--- src/hdl/hrf_pkg.sv ---
package hrf_pkg;

   typedef struct packed {
      logic [7:0] data_byte;
      logic       new_connection;
   } req_type;

   typedef struct packed {
      logic        status;
      logic [1:0]  route;
      logic [13:0] header_length;
      logic [12:0] body_bytes;
   } rsp_type;

   localparam logic STATUS_DONE     = 1'b0;
   localparam logic STATUS_OVERFLOW = 1'b1;

   localparam logic [1:0] ROUTE_NONE  = 2'd0;
   localparam logic [1:0] ROUTE_READY = 2'd1;
   localparam logic [1:0] ROUTE_FRAUD = 2'd2;

   localparam logic [1:0] PH_IDLE   = 2'd0;
   localparam logic [1:0] PH_LEAD   = 2'd1;
   localparam logic [1:0] PH_DIGITS = 2'd2;

   localparam logic [4:0] KEY_DONE = 5'd15;
   localparam logic [4:0] KEY_OFF  = 5'd31;

   localparam logic [7:0] CH_CR    = 8'h0D;
   localparam logic [7:0] CH_LF    = 8'h0A;
   localparam logic [7:0] CH_SPACE = 8'h20;
   localparam logic [7:0] CH_TAB   = 8'h09;
   localparam logic [7:0] CH_QUERY = 8'h3F;
   localparam logic [7:0] CH_ZERO  = 8'h30;
   localparam logic [7:0] CH_NINE  = 8'h39;
   localparam logic [7:0] CH_UPPER_A = 8'h41;
   localparam logic [7:0] CH_UPPER_Z = 8'h5A;
   localparam logic [23:0] HDR_TAIL = 24'h0D0A0D;

   localparam logic [119:0] KEY_LOWER  = "content-length:";
   localparam logic [119:0] KEY_EXACT  = "Content-Length:";
   localparam logic [135:0] POST_ROUTE = "POST /fraud-score";
   localparam logic [79:0]  GET_ROUTE  = "GET /ready";

   function automatic logic [7:0] key_lower_char(input logic [3:0] k);
      return KEY_LOWER[{4'd14 - k, 3'b000} +: 8];
   endfunction

   function automatic logic [7:0] key_exact_char(input logic [3:0] k);
      return KEY_EXACT[{4'd14 - k, 3'b000} +: 8];
   endfunction

   function automatic logic [7:0] post_char(input logic [4:0] p);
      return POST_ROUTE[{5'd16 - p, 3'b000} +: 8];
   endfunction

   function automatic logic [7:0] get_char(input logic [3:0] p);
      return GET_ROUTE[{4'd9 - p, 3'b000} +: 8];
   endfunction

   function automatic logic [7:0] to_lower(input logic [7:0] b);
      return (b >= CH_UPPER_A && b <= CH_UPPER_Z) ? (b | 8'h20) : b;
   endfunction

endpackage

--- src/hdl/http_request_framer_unit.sv ---
// channel  | ports                          | direction
// ---------+--------------------------------+----------
// request  | req_valid req_stall req_data   | in
// result   | rsp_valid rsp_stall rsp_data   | out
//
// One request byte per cycle while req_stall is low; a result is registered at the edge that takes its last byte.
// Parse state sits in one register bank updated by the accepted byte.
// Reset clears all parse state and the output and skid valid flags.
// A stalled result holds in the output register; one more lands in the skid
// register, and req_stall rises only while the skid register is full.
module http_request_framer_unit #(
   parameter int BUFFER_BYTES = 8192
) (
   input  logic            clock,
   input  logic            reset,
   input  logic            req_valid,
   output logic            req_stall,
   input  hrf_pkg::req_type req_data,
   output logic            rsp_valid,
   input  logic            rsp_stall,
   output hrf_pkg::rsp_type rsp_data
);
   import hrf_pkg::*;

   localparam int CW = $clog2(BUFFER_BYTES + 1);
   localparam int VW = CW + 4;
   localparam logic [CW-1:0] BUF_LIMIT = CW'(BUFFER_BYTES);

   typedef struct packed {
      logic [CW-1:0] count;
      logic [23:0]   recent;
      logic          hdr_done;
      logic [CW-1:0] hdr_size;
      logic [4:0]    key_pos;
      logic          key_exact;
      logic [1:0]    phase;
      logic          exact_found;
      logic [CW-1:0] exact_value;
      logic          loose_found;
      logic [CW-1:0] loose_value;
      logic [1:0]    route_flags;
      logic [CW-1:0] body_count;
   } parse_state_type;

   localparam parse_state_type CLEARED = '{
      count: '0, recent: '0, hdr_done: 1'b0, hdr_size: '0, key_pos: '0,
      key_exact: 1'b1, phase: PH_IDLE, exact_found: 1'b0, exact_value: '0,
      loose_found: 1'b0, loose_value: '0, route_flags: 2'b11, body_count: '0
   };

   parse_state_type st_ff, st_in;
   logic            drop_ff, drop_in;
   rsp_type         out_ff, out_in, skid_ff, skid_in, res;
   logic            out_valid_ff, out_valid_in, skid_valid_ff, skid_valid_in;
   logic            res_valid, req_fire, complete;
   logic [CW-1:0]   pos, val, target;
   logic [VW-1:0]   prod;
   logic [7:0]      b, prev;

   assign req_stall = skid_valid_ff;
   assign req_fire  = req_valid && !skid_valid_ff;
   assign rsp_valid = out_valid_ff;
   assign rsp_data  = out_ff;
   assign b         = req_data.data_byte;

   always_comb begin
      st_in     = st_ff;
      drop_in   = drop_ff;
      res_valid = 1'b0;
      res       = '0;
      complete  = 1'b0;
      pos       = '0;
      val       = '0;
      prod      = '0;
      target    = '0;
      prev      = '0;
      if (req_fire) begin
         if (req_data.new_connection) begin
            st_in   = CLEARED;
            drop_in = 1'b0;
         end
         if (!drop_in) begin
            pos = st_in.count;
            if (pos < CW'(17)) begin
               if (b != post_char(pos[4:0])) st_in.route_flags[0] = 1'b0;
            end else if (pos == CW'(17)) begin
               if (b != CH_SPACE && b != CH_QUERY) st_in.route_flags[0] = 1'b0;
            end
            if (pos < CW'(10)) begin
               if (b != get_char(pos[3:0])) st_in.route_flags[1] = 1'b0;
            end else if (pos == CW'(10)) begin
               if (b != CH_SPACE && b != CH_QUERY) st_in.route_flags[1] = 1'b0;
            end
            st_in.count = pos + CW'(1);

            if (!st_in.hdr_done) begin
               prev = st_in.recent[7:0];
               if (st_in.phase != PH_IDLE) begin
                  val = st_in.key_exact ? st_in.exact_value : st_in.loose_value;
                  if (b == CH_SPACE || b == CH_TAB) begin
                     if (st_in.phase == PH_DIGITS) st_in.phase = PH_IDLE;
                  end else if (b < CH_ZERO || b > CH_NINE) begin
                     st_in.phase = PH_IDLE;
                  end else begin
                     st_in.phase = PH_DIGITS;
                     prod = (VW'(val) << 3) + (VW'(val) << 1) + VW'(b[3:0]);
                     if (prod > VW'(BUFFER_BYTES)) val = BUF_LIMIT;
                     else val = prod[CW-1:0];
                     if (st_in.key_exact) st_in.exact_value = val;
                     else st_in.loose_value = val;
                  end
               end else if (st_in.key_pos < KEY_DONE) begin
                  if (to_lower(b) != key_lower_char(st_in.key_pos[3:0])) begin
                     st_in.key_pos = KEY_OFF;
                  end else begin
                     if (b != key_exact_char(st_in.key_pos[3:0])) st_in.key_exact = 1'b0;
                     st_in.key_pos = st_in.key_pos + 5'd1;
                     if (st_in.key_pos == KEY_DONE) begin
                        if (st_in.key_exact && !st_in.exact_found) begin
                           st_in.exact_found = 1'b1;
                           st_in.exact_value = '0;
                           st_in.phase       = PH_LEAD;
                        end else if (!st_in.key_exact && !st_in.loose_found) begin
                           st_in.loose_found = 1'b1;
                           st_in.loose_value = '0;
                           st_in.phase       = PH_LEAD;
                        end
                     end
                  end
               end
               if (prev == CH_CR && b == CH_LF) begin
                  st_in.key_pos   = '0;
                  st_in.key_exact = 1'b1;
               end
               target = st_in.exact_found ? st_in.exact_value :
                        st_in.loose_found ? st_in.loose_value : '0;
               if (st_in.recent == HDR_TAIL && b == CH_LF) begin
                  st_in.hdr_done = 1'b1;
                  st_in.hdr_size = st_in.count;
                  st_in.phase    = PH_IDLE;
                  if (target == '0) complete = 1'b1;
               end
               st_in.recent = {st_in.recent[15:0], b};
            end else begin
               target = st_in.exact_found ? st_in.exact_value :
                        st_in.loose_found ? st_in.loose_value : '0;
               st_in.body_count = st_in.body_count + CW'(1);
               if (st_in.body_count >= target) complete = 1'b1;
            end

            if (complete) begin
               res_valid         = 1'b1;
               res.status        = STATUS_DONE;
               if (st_in.route_flags[0] && st_in.count >= CW'(18)) res.route = ROUTE_FRAUD;
               else if (st_in.route_flags[1] && st_in.count >= CW'(11)) res.route = ROUTE_READY;
               else res.route = ROUTE_NONE;
               res.header_length = 14'(st_in.hdr_size);
               res.body_bytes    = 13'(target);
               st_in             = CLEARED;
            end else if (st_in.count >= BUF_LIMIT) begin
               res_valid  = 1'b1;
               res.status = STATUS_OVERFLOW;
               st_in      = CLEARED;
               drop_in    = 1'b1;
            end
         end
      end
   end

   always_comb begin
      out_in        = out_ff;
      out_valid_in  = out_valid_ff;
      skid_in       = skid_ff;
      skid_valid_in = skid_valid_ff;
      if (!out_valid_ff || !rsp_stall) begin
         if (skid_valid_ff) begin
            out_in        = skid_ff;
            out_valid_in  = 1'b1;
            skid_valid_in = 1'b0;
         end else begin
            out_in       = res;
            out_valid_in = res_valid;
         end
      end else if (res_valid) begin
         skid_in       = res;
         skid_valid_in = 1'b1;
      end
   end

   always_ff @(posedge clock) begin
      if (reset) begin
         st_ff         <= CLEARED;
         drop_ff       <= 1'b0;
         out_valid_ff  <= 1'b0;
         skid_valid_ff <= 1'b0;
      end else begin
         st_ff         <= st_in;
         drop_ff       <= drop_in;
         out_valid_ff  <= out_valid_in;
         skid_valid_ff <= skid_valid_in;
      end
   end

   always_ff @(posedge clock) begin
      out_ff  <= out_in;
      skid_ff <= skid_in;
   end

endmodule

--- config.mk ---
export PLATFORM = sky130hd
export DESIGN_NAME = http_request_framer_unit
export DESIGN_NICKNAME = d
export VERILOG_FILES = /design/src/hdl/hrf_pkg.sv /design/src/hdl/http_request_framer_unit.sv
export SDC_FILE = /design/constraint.sdc
export NUM_CORES = 1
export LEC_CHECK = 0
export ABC_AREA = 1
export CORE_MARGIN = 3
export CORE_UTILIZATION = 45
export DETAILED_ROUTE_END_ITERATION = 6
export DONT_BUFFER_PORTS = 1
export GPL_ROUTABILITY_DRIVEN = 0
export HOLD_SLACK_MARGIN = 0.06
export MAX_ROUTING_LAYER = met4
export SYNTH_ARGS = -nofsm -noshare
export SYNTH_HDL_FRONTEND = slang
export SYNTH_SLANG_ARGS = --single-unit
export TNS_END_PERCENT = 1
--- constraint.sdc ---
create_clock -name clock -period 8.4 [get_ports clock]
set_input_delay 0.42 -clock clock [delete_from_list [all_inputs] [get_ports clock]]
set_output_delay 0.42 -clock clock [all_outputs]
set_load 0.02 [all_outputs]
==> flow_summary_export.csv <==
group,metric,value,unit
grt,grt_use_total,28.1,%
yosys,synth_cell_types,51,
detailed_routing,drtIter0Drc,1632,
sta,slew_headroom,16.0,%
final_layout,fillers,3079,
final_layout,synthToLayoutAreaGrowth,6.13,%
critical_path,endpoint_kind,"flop",
run_status,status,"finished clean",
detailed_routing,dr_wl_met2,19500,um
critical_path,startpoint,"st_ff[48]",
sta,rsz0062_at_grt,"no",
yosys,synthArstFlopShare,0,%
sta,finalSetupViolations,0,
critical_path,r2r-end,"skid_ff[6]",
grt,grt_antenna_before_repair,0,
critical_path,r2r_start,"st_ff[48]",
detailed_routing,top_layer_used,"met4",
critical_path,arrival,6.31,ns
critical_path,crit_cells,26,
yosys,synth_top_flop_cell,"dfxtp_1",
floorplan,start_util,46.2,%
grt,grt_first_pass_wirelength,70100,um
sta,finalHoldViolations,0,
detailed_routing,wire_per_inst,18.0,um
critical_path,crit_type,"flop to flop",
yosys,avgSynthCellArea,6.36,um2
grt,first_global_vias,12700,
yosys,synthCells,2106,
detailed_routing,drc,0,
final_layout,layout-drive-gt1-share,4.39,%
flow_run,drv_cap,0,
yosys,synth_nets,2186,
critical_path,crit_family,"simple AND/OR/NAND/NOR gates",
floorplan,die_area,31900,um2
clock_tree,ctsResizeCount,0,
yosys,ys_seq_area_share,29.9,%
detailed_routing,wl_met1,20100,um
critical_path,crit_path_frequent_cell,"nand2_1",
final_layout,final_cell_count_no_fill,2433,
clock_tree,clockBufferDepth,2,
yosys,yosysWarnings,0,
final_layout,multi_input_area,8050,um2
sta,setup_tns,0,ns
clock_tree,clk_latency,0.45,ns
floorplan,rows,62,
power_and_ir_drop,power,0.00197,W
sta,maxClockFrequency,0.162,GHz
critical_path,cpMaxStageDelayCell,"dfxtp_1",
floorplan,ios,45,
sta,fin_crit_sh,73.7,%
critical_path,start_kind,"flop",
floorplan,core_area,29000,um2
clock_tree,cts-root-buf,"clkbuf_16",
final_layout,seq_area,4000,um2
detailed_routing,wl,43800,um
clock_tree,cts_sinks,170,
final_layout,diodes,0,
placed_design,dpl.hpwl,29700,um
grt,overflow,0,
clock_tree,hold_buffers,2,
sta,worstMarginPinSlew,1.26,ns
clock_tree,cts_tree,"yes",
critical_path,cp_max_fo,22,
clock_tree,cts_max_level,4,
placed_design,portBuffers,0,
clock_tree,cts_setup_buffers,0,
detailed_routing,dr.pass1.iters,5,
sta,maxSlewViolCount,0,
power_and_ir_drop,p_per_area,139,nW/um2
final_layout,nets,2116,
critical_path,r2r_slack,2.21,ns
grt,grt_start_max_net_pins,82,
yosys,netlist_area,13400,um2
power_and_ir_drop,power_leakage,5.90,nW
detailed_routing,met3_length,3490,um
final_layout,utilization,49.0,%
critical_path,crit_buf_inv,6,
power_and_ir_drop,peakVddDrop,0.000117,V
yosys,ys_seq_elements,170,
worst_hold_path,hp-start,"reset",
critical_path,worstRegToRegCells,26,
critical_path,critical_path.endpoint,"skid_ff[6]",
detailed_routing,postRouteAntennaNets,0,
detailed_routing,vias,14100,
critical_path,critPathRequiredTime,8.52,ns
critical_path,cpPeakStageDelay,0.86,ns
floorplan,die_w,179,um
detailed_routing,vias_per_cell,5.79,
placed_design,dp_cells,2399,
yosys,synth_edf_count,60,
sta,min_period,6.19,ns
floorplan,fp.dieH,179,um
worst_hold_path,min_path_type,"primary input to flop",
clock_tree,numCtsBuffers,17,
clock_tree,clk_pin_slew,0.08,ns
sta,finClkSkew,0.0155,ns
==> synthesized netlist by cell type (4+ instances only) <==
cell / number / area share, %
a22oi_1: 13 / 0.73
a211oi_1: 10 / 0.56
a31oi_1: 6 / 0.28
o21ai_1: 4 / 0.15
o21ai_0: 174 / 6.5
inv_1: 216 / 6.1
a21oi_1: 217 / 8.1
o211ai_1: 15 / 0.84
edfxtp_1: 60 / 13
o21bai_1: 4 / 0.22
ha_1: 65 / 6.1
xor2_1: 25 / 1.6
nand4_1: 24 / 1.1
clkbuf_1: 85 / 2.4
dfxtp_1: 110 / 16
nor2_2: 5 / 0.23
nor3_1: 23 / 0.86
buf_6: 8 / 0.67
nand3b_1: 4 / 0.22
nand3_2: 4 / 0.30
nor2_1: 209 / 5.9
o22ai_1: 20 / 0.93
buf_2: 11 / 0.41
nand2_1: 540 / 15
xnor2_1: 4 / 0.26
buf_1: 6 / 0.17
clkinv_1: 6 / 0.17
nand3_1: 179 / 6.7
nor4_1: 14 / 0.65
nand2_2: 10 / 0.47
inv_2: 4 / 0.11
==> flip-flops by register name, summed over array words and instances (netlist names) <==
name and flops:
st_ff 107, rsp_valid 1, drop_ff 1, rsp_data 30, skid_ff 30, req_stall 1
==> cells by family after synthesis <==
group           after synthesis  share of synthesized area, %
simple gates               1027                          32.7
compound gates              475                          19.1
buf+inv                     338                          10.1
flops                       170                          29.9
fa+ha+maj                    67                          6.37
xor+xnor                     29                          1.90
==> through the flow <==
stage	worst slack (ns)	hold WS (ns)	cell area, um2
after detailed placement	2.22	0.450	13500
after global placement	2.35	0.446	13500
after global routing	1.84	0.119	14200
final	2.21	0.0930	14200
after floorplan	0.898	0.445	13400
after CTS	2.35	0.0839	14200
==> final cells by class <==
| class | instances | area share, % |
|---|---|---|
| Tap cell | 384 | 3.38 |
| Inverter | 226 | 5.97 |
| Timing Repair Buffer | 23 | 1.37 |
| Clock buffer | 17 | 2.99 |
| Clock inverter | 15 | 1.45 |
| Multi-Input combinational cell | 1598 | 56.7 |
| Sequential cell | 170 | 28.2 |
==> cells in the final DEF, fill, tap and decap left out, drive strengths merged, types with 4 or more instances in the layout <==
| master | n |
|---|---|
| nand2 | 552 |
| clkinv | 12 |
| o22ai | 20 |
| nand4 | 24 |
| a22oi | 13 |
| clkbuf | 17 |
| a21oi | 218 |
| xor2 | 25 |
| inv | 229 |
| xnor2 | 4 |
| nor3 | 23 |
| a211oi | 10 |
| a31oi | 6 |
| nand3 | 184 |
| o211ai | 15 |
| dfxtp | 110 |
| nand3b | 4 |
| nor2 | 217 |
| o21bai | 4 |
| ha | 65 |
| edfxtp | 60 |
| o21ai | 178 |
| buf | 22 |
| nor4 | 14 |
==> power by group <==
group	internal, W	switching (W)
logic	0.0000713	0.000175
registers	0.000860	0.0000134
clock network	0.000416	0.000437
total	0.00135	0.000626
==> routing by layer <==
| layer | up-vias | global-route usage, % |
|---|---|---|
| li1 | 6875 | - |
| met1 | 6550 | 40.1 |
| met2 | 614 | 42.5 |
| met3 | 58 | 3.60 |
| met4 | 0 | 6.14 |
| met5 | - | - |
==> worst min-delay path by stage <==
stage,cells after the start,slack [ns],end
2_1_floorplan,2,0.45,st_ff[11]
3_3_place_gp,2,0.45,st_ff[65]
3_5_place_dp,2,0.45,st_ff[80]
4_1_cts,2,0.08,st_ff[15]
5_1_grt,2,0.12,st_ff[15]
6_report,2,0.09,st_ff[15]
(Power assumes the default switching activity.)
